## src/rtl/colmm_pkg.sv

```systemverilog
// ----------------------------------------------------------------------------
// colmm_pkg
// Widths, register codes, payload types and sequencer states of the
// column min/max/mean decimator.
// ----------------------------------------------------------------------------
package colmm_pkg;

    localparam int SAMPLE_BITS = 16;
    localparam int MAX_SAMPLES = 65536;
    localparam int COORD_BITS  = 11;

    localparam int INDEX_BITS = $clog2(MAX_SAMPLES);
    localparam int COUNT_BITS = 17;
    localparam int SUM_BITS   = 32;

    localparam int CFG_INDEX_BITS = 3;
    localparam int CFG_DATA_BITS  =
        (COUNT_BITS > SAMPLE_BITS) ? ((COUNT_BITS > COORD_BITS) ? COUNT_BITS : COORD_BITS)
                                   : ((SAMPLE_BITS > COORD_BITS) ? SAMPLE_BITS : COORD_BITS);

    // shared multiplier: (index or value offset) x (coordinate span)
    localparam int MUL_A_BITS = (INDEX_BITS > SAMPLE_BITS) ? INDEX_BITS + 1 : SAMPLE_BITS + 1;
    localparam int MUL_B_BITS = COORD_BITS + 1;
    localparam int PROD_BITS  = MUL_A_BITS + MUL_B_BITS;

    // shared divider: signed operands, magnitudes handled inside
    localparam int DVD_MAG_BITS = (PROD_BITS - 1 > SUM_BITS) ? PROD_BITS - 1 : SUM_BITS;
    localparam int DVD_BITS     = DVD_MAG_BITS + 1;
    localparam int DVS_MAG_BITS = (COUNT_BITS > SAMPLE_BITS + 1) ? COUNT_BITS : SAMPLE_BITS + 1;
    localparam int DVS_BITS     = DVS_MAG_BITS + 1;
    localparam int ITER_BITS    = $clog2(DVD_MAG_BITS);

    localparam int ROW_SUM_BITS = DVD_BITS + 1;

    localparam logic [COUNT_BITS-1:0]  SAMPLE_COUNT_RST = COUNT_BITS'(1024);
    localparam logic [COORD_BITS-1:0]  X_LEFT_RST       = COORD_BITS'(0);
    localparam logic [COORD_BITS-1:0]  X_RIGHT_RST      = COORD_BITS'(1023);
    localparam logic [COORD_BITS-1:0]  Y_BOTTOM_RST     = COORD_BITS'(399);
    localparam logic [COORD_BITS-1:0]  Y_TOP_RST        = COORD_BITS'(0);
    localparam logic [SAMPLE_BITS-1:0] RANGE_LOW_RST    = {1'b1, {(SAMPLE_BITS-1){1'b0}}};
    localparam logic [SAMPLE_BITS-1:0] RANGE_HIGH_RST   = {1'b0, {(SAMPLE_BITS-1){1'b1}}};

    typedef enum logic [CFG_INDEX_BITS-1:0] {
        CFG_SAMPLE_COUNT,
        CFG_X_LEFT,
        CFG_X_RIGHT,
        CFG_Y_BOTTOM,
        CFG_Y_TOP,
        CFG_RANGE_LOW,
        CFG_RANGE_HIGH
    } t_cfg_index;

    typedef struct packed {
        logic signed [SAMPLE_BITS-1:0] sample;
        logic                          final_sample;
    } t_in_item;

    typedef struct packed {
        logic [COORD_BITS-1:0] column_x;
        logic [COORD_BITS-1:0] row_of_min;
        logic [COORD_BITS-1:0] row_of_max;
        logic [COORD_BITS-1:0] row_of_mean;
        logic                  end_of_trace;
    } t_out_item;

    typedef struct packed {
        logic                       start;
        logic signed [DVD_BITS-1:0] dividend;
        logic signed [DVS_BITS-1:0] divisor;
    } t_div_req;

    typedef struct packed {
        logic                       done;
        logic signed [DVD_BITS-1:0] quotient;
    } t_div_rsp;

    typedef enum logic [1:0] {
        ROW_MIN,
        ROW_MAX,
        ROW_MEAN
    } t_row_sel;

    typedef enum logic [3:0] {
        S_IDLE,
        S_COL_MUL,
        S_COL_GO,
        S_COL_WAIT,
        S_DECIDE,
        S_MEAN_GO,
        S_MEAN_WAIT,
        S_ROW_MUL,
        S_ROW_GO,
        S_ROW_WAIT,
        S_EMIT
    } t_state;

endpackage

```

## src/rtl/colmm_div.sv

```systemverilog
// ----------------------------------------------------------------------------
// colmm_div
// Shared signed divider, one quotient bit per cycle, truncating toward zero.
// ----------------------------------------------------------------------------
module colmm_div (
    input  logic                i_clk,
    input  logic                i_rst_n,
    input  colmm_pkg::t_div_req i_req,
    output colmm_pkg::t_div_rsp o_rsp
);
    import colmm_pkg::*;

    logic                       r_busy;
    logic                       r_done;
    logic [ITER_BITS-1:0]       r_iter;
    logic [DVD_MAG_BITS-1:0]    r_quo;
    logic [DVS_MAG_BITS-1:0]    r_rem;
    logic [DVS_MAG_BITS-1:0]    r_dvs;
    logic                       r_neg;
    logic signed [DVD_BITS-1:0] r_result;

    logic signed [DVD_BITS-1:0] w_dvd_abs;
    logic signed [DVS_BITS-1:0] w_dvs_abs;
    logic [DVS_MAG_BITS:0]      w_rem_sh;
    logic                       w_fits;
    logic [DVS_MAG_BITS:0]      w_rem_sub;
    logic [DVD_MAG_BITS-1:0]    w_quo_nx;
    logic                       w_last;
    logic signed [DVD_BITS-1:0] w_quo_ext;

    assign w_dvd_abs = i_req.dividend[DVD_BITS-1] ? -i_req.dividend : i_req.dividend;
    assign w_dvs_abs = i_req.divisor[DVS_BITS-1] ? -i_req.divisor : i_req.divisor;

    assign w_rem_sh  = {r_rem, r_quo[DVD_MAG_BITS-1]};
    assign w_fits    = (w_rem_sh >= {1'b0, r_dvs});
    assign w_rem_sub = w_fits ? (w_rem_sh - {1'b0, r_dvs}) : w_rem_sh;
    assign w_quo_nx  = {r_quo[DVD_MAG_BITS-2:0], w_fits};
    assign w_last    = (r_iter == ITER_BITS'(DVD_MAG_BITS - 1));
    assign w_quo_ext = $signed({1'b0, w_quo_nx});

    always_ff @(posedge i_clk) begin
        if (!i_rst_n) begin
            r_busy <= 1'b0;
            r_done <= 1'b0;
            r_iter <= '0;
        end else begin
            r_done <= 1'b0;
            if (i_req.start) begin
                r_busy <= 1'b1;
                r_iter <= '0;
            end else if (r_busy) begin
                r_iter <= r_iter + 1'b1;
                if (w_last) begin
                    r_busy <= 1'b0;
                    r_done <= 1'b1;
                end
            end
        end
    end

    always_ff @(posedge i_clk) begin
        if (i_req.start) begin
            r_quo <= w_dvd_abs[DVD_MAG_BITS-1:0];
            r_rem <= '0;
            r_dvs <= w_dvs_abs[DVS_MAG_BITS-1:0];
            r_neg <= i_req.dividend[DVD_BITS-1] ^ i_req.divisor[DVS_BITS-1];
        end else if (r_busy) begin
            r_quo <= w_quo_nx;
            r_rem <= w_rem_sub[DVS_MAG_BITS-1:0];
            if (w_last) begin
                r_result <= r_neg ? -w_quo_ext : w_quo_ext;
            end
        end
    end

    assign o_rsp.done     = r_done;
    assign o_rsp.quotient = r_result;

endmodule

```

## src/rtl/column_min_max_mean_decimator_core.sv

```systemverilog
// Flow: an accepted sample is scaled to a column by the multiplier and the shared
// divider, then merged into its bucket. A closing column adds the mean division plus three
// row scalings, which a flat range skips; a column change on the final sample closes two columns.
// Throughput is set by the shared divider, one quotient bit a cycle; a full
// result register holds the block in the emit step until the result is taken.
// Synchronous reset restores the register defaults and leaves no bucket open.
// ----------------------------------------------------------------------------
// column_min_max_mean_decimator_core
// Bins a sample trace into screen columns, keeps per-column min, max, sum
// and count, and reports the pixel rows of each closed column.
// ----------------------------------------------------------------------------
module column_min_max_mean_decimator_core (
    input  logic                                 i_clk,
    input  logic                                 i_rst_n,
    input  logic                                 i_cfg_valid,
    output logic                                 o_cfg_ready,
    input  logic [colmm_pkg::CFG_INDEX_BITS-1:0] i_cfg_index,
    input  logic [colmm_pkg::CFG_DATA_BITS-1:0]  i_cfg_data,
    input  logic                                 i_in_valid,
    output logic                                 o_in_ready,
    input  colmm_pkg::t_in_item                  i_in_data,
    output logic                                 o_out_valid,
    input  logic                                 i_out_ready,
    output colmm_pkg::t_out_item                 o_out_data
);
    import colmm_pkg::*;

    t_state r_state;
    t_state n_state;

    logic [COUNT_BITS-1:0]         r_sample_count;
    logic [COORD_BITS-1:0]         r_x_left;
    logic [COORD_BITS-1:0]         r_x_right;
    logic [COORD_BITS-1:0]         r_y_bottom;
    logic [COORD_BITS-1:0]         r_y_top;
    logic signed [SAMPLE_BITS-1:0] r_range_low;
    logic signed [SAMPLE_BITS-1:0] r_range_high;

    logic [INDEX_BITS-1:0]         r_sample_index;
    logic [COORD_BITS-1:0]         r_cur_col;
    logic signed [SAMPLE_BITS-1:0] r_bkt_min;
    logic signed [SAMPLE_BITS-1:0] r_bkt_max;
    logic signed [SUM_BITS-1:0]    r_bkt_sum;
    logic [COUNT_BITS-1:0]         r_bkt_count;
    logic                          r_bkt_open;
    logic                          r_last;
    t_row_sel                      r_row_sel;
    logic                          r_out_valid;

    logic signed [SAMPLE_BITS-1:0] r_sample;
    logic                          r_final;
    logic signed [PROD_BITS-1:0]   r_prod;
    logic [COORD_BITS-1:0]         r_new_col;
    logic signed [SAMPLE_BITS-1:0] r_mean;
    logic [COORD_BITS-1:0]         r_row_min;
    logic [COORD_BITS-1:0]         r_row_max;
    logic [COORD_BITS-1:0]         r_row_mean;
    t_out_item                     r_out;

    logic [COUNT_BITS-1:0]         w_cnt_eff;
    logic [COUNT_BITS-1:0]         w_bkt_cnt_eff;
    logic signed [MUL_B_BITS-1:0]  w_dx;
    logic signed [MUL_B_BITS-1:0]  w_dy;
    logic signed [SAMPLE_BITS:0]   w_den;
    logic                          w_den_zero;
    logic signed [SAMPLE_BITS-1:0] w_row_v;
    logic signed [SAMPLE_BITS:0]   w_vd;
    logic signed [MUL_A_BITS-1:0]  w_mul_a;
    logic signed [MUL_B_BITS-1:0]  w_mul_b;
    logic signed [PROD_BITS-1:0]   w_mul_p;
    logic [COORD_BITS-1:0]         w_col;
    logic signed [ROW_SUM_BITS-1:0] w_row_sum;
    logic [COORD_BITS-1:0]         w_row_res;
    logic signed [SUM_BITS:0]      w_sum_ext;
    logic signed [SUM_BITS-1:0]    w_sum_sat;
    logic [INDEX_BITS-1:0]         w_idx_next;
    logic                          w_col_change;
    logic                          w_out_load;
    logic                          w_in_accept;
    t_div_req                      w_div_req;
    t_div_rsp                      w_div_rsp;

    colmm_div u_div (
        .i_clk   (i_clk),
        .i_rst_n (i_rst_n),
        .i_req   (w_div_req),
        .o_rsp   (w_div_rsp)
    );

    // ------------------------------------------------------------------
    // Datapath helpers
    // ------------------------------------------------------------------
    assign w_cnt_eff     = (r_sample_count == '0) ? COUNT_BITS'(1) : r_sample_count;
    assign w_bkt_cnt_eff = (r_bkt_count == '0) ? COUNT_BITS'(1) : r_bkt_count;
    assign w_dx = $signed({1'b0, r_x_right}) - $signed({1'b0, r_x_left});
    assign w_dy = $signed({1'b0, r_y_top}) - $signed({1'b0, r_y_bottom});
    assign w_den = $signed({r_range_high[SAMPLE_BITS-1], r_range_high})
                 - $signed({r_range_low[SAMPLE_BITS-1], r_range_low});
    assign w_den_zero = (w_den == '0);

    always_comb begin
        case (r_row_sel)
            ROW_MIN: w_row_v = r_bkt_min;
            ROW_MAX: w_row_v = r_bkt_max;
            default: w_row_v = r_mean;
        endcase
    end

    assign w_vd = $signed({w_row_v[SAMPLE_BITS-1], w_row_v})
                - $signed({r_range_low[SAMPLE_BITS-1], r_range_low});

    assign w_mul_p = w_mul_a * w_mul_b;

    assign w_col = r_x_left + w_div_rsp.quotient[COORD_BITS-1:0];

    // clamp the scaled row into the coordinate width (negative to zero, overflow to all ones)
    assign w_row_sum = ROW_SUM_BITS'($signed({1'b0, r_y_bottom}))
                     + ROW_SUM_BITS'(w_div_rsp.quotient);
    always_comb begin
        if (w_row_sum[ROW_SUM_BITS-1]) begin
            w_row_res = '0;
        end else if (|w_row_sum[ROW_SUM_BITS-2:COORD_BITS]) begin
            w_row_res = '1;
        end else begin
            w_row_res = w_row_sum[COORD_BITS-1:0];
        end
    end

    assign w_sum_ext = (SUM_BITS+1)'(r_bkt_sum) + (SUM_BITS+1)'(r_sample);
    always_comb begin
        if (w_sum_ext[SUM_BITS] != w_sum_ext[SUM_BITS-1]) begin
            w_sum_sat = w_sum_ext[SUM_BITS] ? {1'b1, {(SUM_BITS-1){1'b0}}}
                                            : {1'b0, {(SUM_BITS-1){1'b1}}};
        end else begin
            w_sum_sat = w_sum_ext[SUM_BITS-1:0];
        end
    end

    assign w_idx_next = (r_sample_index == INDEX_BITS'(MAX_SAMPLES - 1)) ? '0
                                                                        : r_sample_index + 1'b1;
    assign w_col_change = r_bkt_open && (r_new_col != r_cur_col);

    // ------------------------------------------------------------------
    // Next state
    // ------------------------------------------------------------------
    always_comb begin
        n_state = r_state;
        case (r_state)
            S_IDLE:      if (i_in_valid) n_state = S_COL_MUL;
            S_COL_MUL:   n_state = S_COL_GO;
            S_COL_GO:    n_state = S_COL_WAIT;
            S_COL_WAIT:  if (w_div_rsp.done) n_state = S_DECIDE;
            S_DECIDE: begin
                n_state = (r_final || w_col_change) ? S_MEAN_GO : S_IDLE;
            end
            S_MEAN_GO:   n_state = S_MEAN_WAIT;
            S_MEAN_WAIT: if (w_div_rsp.done) n_state = S_ROW_MUL;
            S_ROW_MUL: begin
                if (!w_den_zero) begin
                    n_state = S_ROW_GO;
                end else if (r_row_sel == ROW_MEAN) begin
                    n_state = S_EMIT;
                end
            end
            S_ROW_GO:    n_state = S_ROW_WAIT;
            S_ROW_WAIT: begin
                if (w_div_rsp.done) begin
                    n_state = (r_row_sel == ROW_MEAN) ? S_EMIT : S_ROW_MUL;
                end
            end
            S_EMIT: begin
                if (w_out_load) begin
                    n_state = (!r_last && r_final) ? S_MEAN_GO : S_IDLE;
                end
            end
            default:     n_state = S_IDLE;
        endcase
    end

    // ------------------------------------------------------------------
    // Sequencer outputs
    // ------------------------------------------------------------------
    always_comb begin
        o_in_ready         = 1'b0;
        w_out_load         = 1'b0;
        w_mul_a            = MUL_A_BITS'(w_vd);
        w_mul_b            = w_dy;
        w_div_req.start    = 1'b0;
        w_div_req.dividend = DVD_BITS'(r_prod);
        w_div_req.divisor  = DVS_BITS'(w_den);
        case (r_state)
            S_IDLE:    o_in_ready = 1'b1;
            S_COL_MUL: begin
                w_mul_a = $signed(MUL_A_BITS'({1'b0, r_sample_index}));
                w_mul_b = w_dx;
            end
            S_COL_GO: begin
                w_div_req.start   = 1'b1;
                w_div_req.divisor = $signed(DVS_BITS'({1'b0, w_cnt_eff}));
            end
            S_MEAN_GO: begin
                w_div_req.start    = 1'b1;
                w_div_req.dividend = DVD_BITS'(r_bkt_sum);
                w_div_req.divisor  = $signed(DVS_BITS'({1'b0, w_bkt_cnt_eff}));
            end
            S_ROW_GO:  w_div_req.start = 1'b1;
            S_EMIT:    w_out_load = !r_out_valid || i_out_ready;
            default: begin
                o_in_ready = 1'b0;
            end
        endcase
    end

    assign w_in_accept = i_in_valid && o_in_ready;
    assign o_cfg_ready = 1'b1;

    // ------------------------------------------------------------------
    // Control, configuration and bucket state
    // ------------------------------------------------------------------
    always_ff @(posedge i_clk) begin
        if (!i_rst_n) begin
            r_state        <= S_IDLE;
            r_sample_count <= SAMPLE_COUNT_RST;
            r_x_left       <= X_LEFT_RST;
            r_x_right      <= X_RIGHT_RST;
            r_y_bottom     <= Y_BOTTOM_RST;
            r_y_top        <= Y_TOP_RST;
            r_range_low    <= RANGE_LOW_RST;
            r_range_high   <= RANGE_HIGH_RST;
            r_sample_index <= '0;
            r_cur_col      <= '0;
            r_bkt_min      <= '0;
            r_bkt_max      <= '0;
            r_bkt_sum      <= '0;
            r_bkt_count    <= '0;
            r_bkt_open     <= 1'b0;
            r_last         <= 1'b0;
            r_row_sel      <= ROW_MIN;
            r_out_valid    <= 1'b0;
        end else begin
            r_state <= n_state;

            if (i_cfg_valid) begin
                case (i_cfg_index)
                    CFG_SAMPLE_COUNT: r_sample_count <= i_cfg_data[COUNT_BITS-1:0];
                    CFG_X_LEFT:       r_x_left       <= i_cfg_data[COORD_BITS-1:0];
                    CFG_X_RIGHT:      r_x_right      <= i_cfg_data[COORD_BITS-1:0];
                    CFG_Y_BOTTOM:     r_y_bottom     <= i_cfg_data[COORD_BITS-1:0];
                    CFG_Y_TOP:        r_y_top        <= i_cfg_data[COORD_BITS-1:0];
                    CFG_RANGE_LOW:    r_range_low    <= i_cfg_data[SAMPLE_BITS-1:0];
                    CFG_RANGE_HIGH:   r_range_high   <= i_cfg_data[SAMPLE_BITS-1:0];
                    default: begin
                    end
                endcase
            end

            // load a fresh result, else drop the one just taken
            if (w_out_load) begin
                r_out_valid <= 1'b1;
            end else if (r_out_valid && i_out_ready) begin
                r_out_valid <= 1'b0;
            end

            case (r_state)
                S_DECIDE: begin
                    r_row_sel <= ROW_MIN;
                    if (!r_bkt_open) begin
                        r_cur_col   <= r_new_col;
                        r_bkt_min   <= r_sample;
                        r_bkt_max   <= r_sample;
                        r_bkt_sum   <= SUM_BITS'(r_sample);
                        r_bkt_count <= COUNT_BITS'(1);
                        r_bkt_open  <= 1'b1;
                        r_last      <= 1'b1;
                        if (!r_final) r_sample_index <= w_idx_next;
                    end else if (w_col_change) begin
                        // close the old bucket first, open the new one after it is sent
                        r_last <= 1'b0;
                    end else begin
                        if (r_sample < r_bkt_min) r_bkt_min <= r_sample;
                        if (r_sample > r_bkt_max) r_bkt_max <= r_sample;
                        r_bkt_sum <= w_sum_sat;
                        if (r_bkt_count != '1) r_bkt_count <= r_bkt_count + 1'b1;
                        r_last <= 1'b1;
                        if (!r_final) r_sample_index <= w_idx_next;
                    end
                end
                S_ROW_MUL: begin
                    if (w_den_zero && r_row_sel != ROW_MEAN) begin
                        r_row_sel <= (r_row_sel == ROW_MIN) ? ROW_MAX : ROW_MEAN;
                    end
                end
                S_ROW_WAIT: begin
                    if (w_div_rsp.done && r_row_sel != ROW_MEAN) begin
                        r_row_sel <= (r_row_sel == ROW_MIN) ? ROW_MAX : ROW_MEAN;
                    end
                end
                S_EMIT: begin
                    if (w_out_load) begin
                        if (r_last) begin
                            r_bkt_open     <= 1'b0;
                            r_sample_index <= '0;
                        end else begin
                            r_cur_col   <= r_new_col;
                            r_bkt_min   <= r_sample;
                            r_bkt_max   <= r_sample;
                            r_bkt_sum   <= SUM_BITS'(r_sample);
                            r_bkt_count <= COUNT_BITS'(1);
                            r_bkt_open  <= 1'b1;
                            r_last      <= 1'b1;
                            r_row_sel   <= ROW_MIN;
                            if (!r_final) r_sample_index <= w_idx_next;
                        end
                    end
                end
                default: begin
                end
            endcase
        end
    end

    // ------------------------------------------------------------------
    // Payload registers
    // ------------------------------------------------------------------
    always_ff @(posedge i_clk) begin
        if (w_in_accept) begin
            r_sample <= i_in_data.sample;
            r_final  <= i_in_data.final_sample;
        end

        case (r_state)
            S_COL_MUL: r_prod <= w_mul_p;
            S_COL_WAIT: begin
                if (w_div_rsp.done) r_new_col <= w_col;
            end
            S_MEAN_WAIT: begin
                if (w_div_rsp.done) r_mean <= w_div_rsp.quotient[SAMPLE_BITS-1:0];
            end
            S_ROW_MUL: begin
                r_prod <= w_mul_p;
                // flat range: every row sits on the bottom line
                if (w_den_zero) begin
                    case (r_row_sel)
                        ROW_MIN: r_row_min  <= r_y_bottom;
                        ROW_MAX: r_row_max  <= r_y_bottom;
                        default: r_row_mean <= r_y_bottom;
                    endcase
                end
            end
            S_ROW_WAIT: begin
                if (w_div_rsp.done) begin
                    case (r_row_sel)
                        ROW_MIN: r_row_min  <= w_row_res;
                        ROW_MAX: r_row_max  <= w_row_res;
                        default: r_row_mean <= w_row_res;
                    endcase
                end
            end
            S_EMIT: begin
                if (w_out_load) begin
                    r_out.column_x     <= r_cur_col;
                    r_out.row_of_min   <= r_row_min;
                    r_out.row_of_max   <= r_row_max;
                    r_out.row_of_mean  <= r_row_mean;
                    r_out.end_of_trace <= r_last;
                end
            end
            default: begin
            end
        endcase
    end

    assign o_out_valid = r_out_valid;
    assign o_out_data  = r_out;

endmodule

```

## config.mk

```make
export PLATFORM = sky130hd
export DESIGN_NAME = column_min_max_mean_decimator_core
export DESIGN_NICKNAME = d
export VERILOG_FILES = /design/src/rtl/colmm_pkg.sv /design/src/rtl/colmm_div.sv /design/src/rtl/column_min_max_mean_decimator_core.sv
export SDC_FILE = /design/constraint.sdc
export NUM_CORES = 2
export LEC_CHECK = 0
export BUFFER_PORTS_ARGS = -buffer_cell sky130_fd_sc_hd__buf_4
export CAP_MARGIN = 20
export CORE_ASPECT_RATIO = 1.75
export CORE_MARGIN = 2
export CORE_UTILIZATION = 69
export DETAILED_ROUTE_END_ITERATION = 8
export GPL_TIMING_DRIVEN = 0
export PLACE_DENSITY = 0.83
export SYNTH_ARGS = -nofsm -noshare
export SYNTH_HDL_FRONTEND = slang
export SYNTH_HIERARCHICAL = 1
export SYNTH_SLANG_ARGS = --single-unit
```

## constraint.sdc

```tcl
create_clock -name i_clk -period 26.2 [get_ports i_clk]
set_input_delay 5.24 -clock i_clk [delete_from_list [all_inputs] [get_ports i_clk]]
set_output_delay 5.24 -clock i_clk [all_outputs]
set_load 0.05 [all_outputs]
```

==> results.tsv <==
metric	value	unit
gp_congestion	1.03	
wl_met2	47.5	mm
cts_tree	yes	
dr.pass1.iters	8	
cts_hold_buf	0	
via_count	29400	
grt_max_degree	41	
initial_utilization	69.9	%
ys_seq_area_share	33.7	%
grt_pass1_vias	29400	
postRouteAntennaNets	0	
cts_root_buffer	clkbuf_16	
hold_path_class	register to register	
synth.most_common_cell	nand2_1	
syn-num-nets	4334	
finalClockSkew	0.0386	ns
overflow	0	
syn_inst	3870	
avgSynthCellArea	8.98	µm²
final_layout_size_suffix_gt1_share	6.23	%
core_area	49700	µm²
cts_max_path_buffers	3	
ys_top_cells_by_count	nand2_1, inv_1, dfxtp_1, edfxtp_1, nor2_1	
drt-met1-wl	34.1	mm
ys_seq_elements	468	
synth_top_cell_area_share	20.2	%
layout_setup_ws	15.03	ns
report.final.slew_viol_count	0	
dp_hpwl	77.6	mm
rsz0062_at_grt	no	
worstSetupPathDepth	33	
reg2reg_setup_slack	15.03	ns
critPathKind	register to register	
critPathLaunch	r_row_sel[0]	
synth_cell_types	100	
drv_cap	0	
start_kind	register	
critical-path-top-delay-family	compound AO/OA/AOI/OAI gates	
synthFlopType	edfxtp_1	
netlist_area	34800	µm²
cts_made_buffers	44	
synth.largest_area_cell	edfxtp_1	
die_w	174	µm
hold_slack	0.420	ns
wl_met3	6.60	mm
drtIter0Drc	2811	
cts.sinks	468	
cp.arrival	11.48	ns
finalHoldViolCount	0	
status	completed	
crit_required	26.51	ns
pre_cts_ws	15.21	ns
post-route-util	76.3	%
finalWirelength	99.0	mm
fmax	89.5	MHz
r2r_end	r_prod[27]	
rows	108	
cp_max_fo	10	
worst_slew_pin_slew	1.15	ns
relSlewSlack	23.2	%
fin_crit	11.17	ns
synth_edf_count	234	
cp_slowest_cell	o21ai_0	
critPathBufInv	6	
area_growth	9.17	%
clk_latency	0.59	ns
wl_per_cell	21.0	µm
timing.final.crit_share	42.6	%
grt_pass1_wl	156	mm
async_reset_ff_share	0	%
r2r-start	r_row_sel[0]	
finalSetupViolations	0	
dieArea	52300	µm²
grt_util_all_layers	38.3	%
fin_nets	4474	
yosysWarnings	6	
tns	0	ns
critPathCapture	r_prod[27]	
r2r_cells	33	
fillers	3684	
antenna_found_initial	0	
cp-end-kind	register	
h-tree-depth	2	
max_stage_delay	0.75	ns
yosys-top-cells-area	edfxtp_1, dfxtp_1, fa_1, ha_1, nand2_1	
io_buffer_count	86	
crit_top_cell	fa_1	
chipHeight	301	µm
cts_resized	0	
drc	0	
num_io_pins	90	
path_clk_slew	0.07	ns
viasPerCell	6.25	
topRoutingLayerUsed	met4	
post-cts-setup-buffers	0	
-- routing by layer --
| layer | GRT usage, % | vias to the layer above |
|---|---|---|
| met5 | 0 | - |
| met4 | 33.2 | 0 |
| met3 | 4.80 | 496 |
| met2 | 65.9 | 1430 |
| met1 | 42.0 | 13900 |
| li1 | - | 13500 |
-- cells in the final DEF (no fill, tap or decap), types with 10 or more instances in the layout --
master	count
nand2_1	610
or3_1	32
a21boi_0	79
ha_1	226
xnor2_1	139
a211oi_1	18
o31ai_1	28
nand2b_1	44
or2_2	13
buf_1	10
xor2_1	100
clkbuf_16	46
clkbuf_1	121
nor4_1	17
buf_2	15
a21o_1	53
and3_1	28
edfxtp_1	234
o211ai_1	28
a21oi_1	201
a311oi_1	10
buf_4	92
mux2i_1	62
o21ai_0	170
a31oi_1	16
o41ai_1	16
nand3_1	93
nor2_1	226
o21a_1	25
nand4_1	35
o21bai_1	13
a22oi_1	15
inv_1	394
dfxtp_1	234
nor2b_1	95
and2_1	52
fa_1	196
nor3_1	52
a32oi_1	15
-- logic make-up after synthesis --
kind of cell,count (synthesis),share of synthesized area (%)
AOI/OAI and AO/OA,783,14.8
xor gates and xnor gates,239,6.02
adders and majority gates,423,19.5
buffers and inverters,544,6.00
DFF,468,33.7
muxes,64,1.85
other,1,0.0108
and+or+nand+nor,1348,18.1
-- how the worst min path moves through the flow --
| stage | from | endpoint | slack, ns | depth (start not counted) |
|---|---|---|---|---|
| finish | r_row_min[7] | o_out_data[30] | 0.42 | 0 |
| global route | r_row_mean[6] | o_out_data[7] | 0.43 | 0 |
| CTS | r_row_min[0] | o_out_data[23] | 0.42 | 0 |
| detailed placement | r_row_min[0] | o_out_data[23] | 0.40 | 0 |
| global placement | r_row_min[2] | o_out_data[25] | 0.40 | 0 |
| floorplan | r_row_mean[9] | o_out_data[10] | 0.40 | 0 |
-- per-stage QoR --
stage	cell area [µm²]	std cells
after detailed placement	36400	4623
after CTS	37900	4705
final	37900	4709
after floorplan	34800	3870
after global placement	36200	4616
after global routing	37900	4706
-- flip-flops by register name, summed over array words and instances (netlist names), 17 cells and up --
signal,flops
o_out_data,45
u_div/r_quo,32
u_div/r_result,33
r_sample_count,17
r_bkt_sum,32
r_prod,29
u_div/r_dvs,17
r_bkt_count,17
u_div/r_rem,17
-- final cells by class --
type | count | area [µm²] | area share (%)
clock buffers | 51 | 1200 | 3.16
clock inverters | 31 | 354 | 0.933
multi-input cells | 2858 | 21000 | 55.3
flip-flops and latches | 468 | 11700 | 30.9
repair buffers | 94 | 783 | 2.06
diodes | 3 | 7.51 | 0.0198
plain buffers | 149 | 603 | 1.59
inverters | 395 | 1480 | 3.91
well taps | 660 | 826 | 2.18
Power is not shown: default switching activity piles up to over one toggle a cycle in this logic, so the estimate is an artifact.
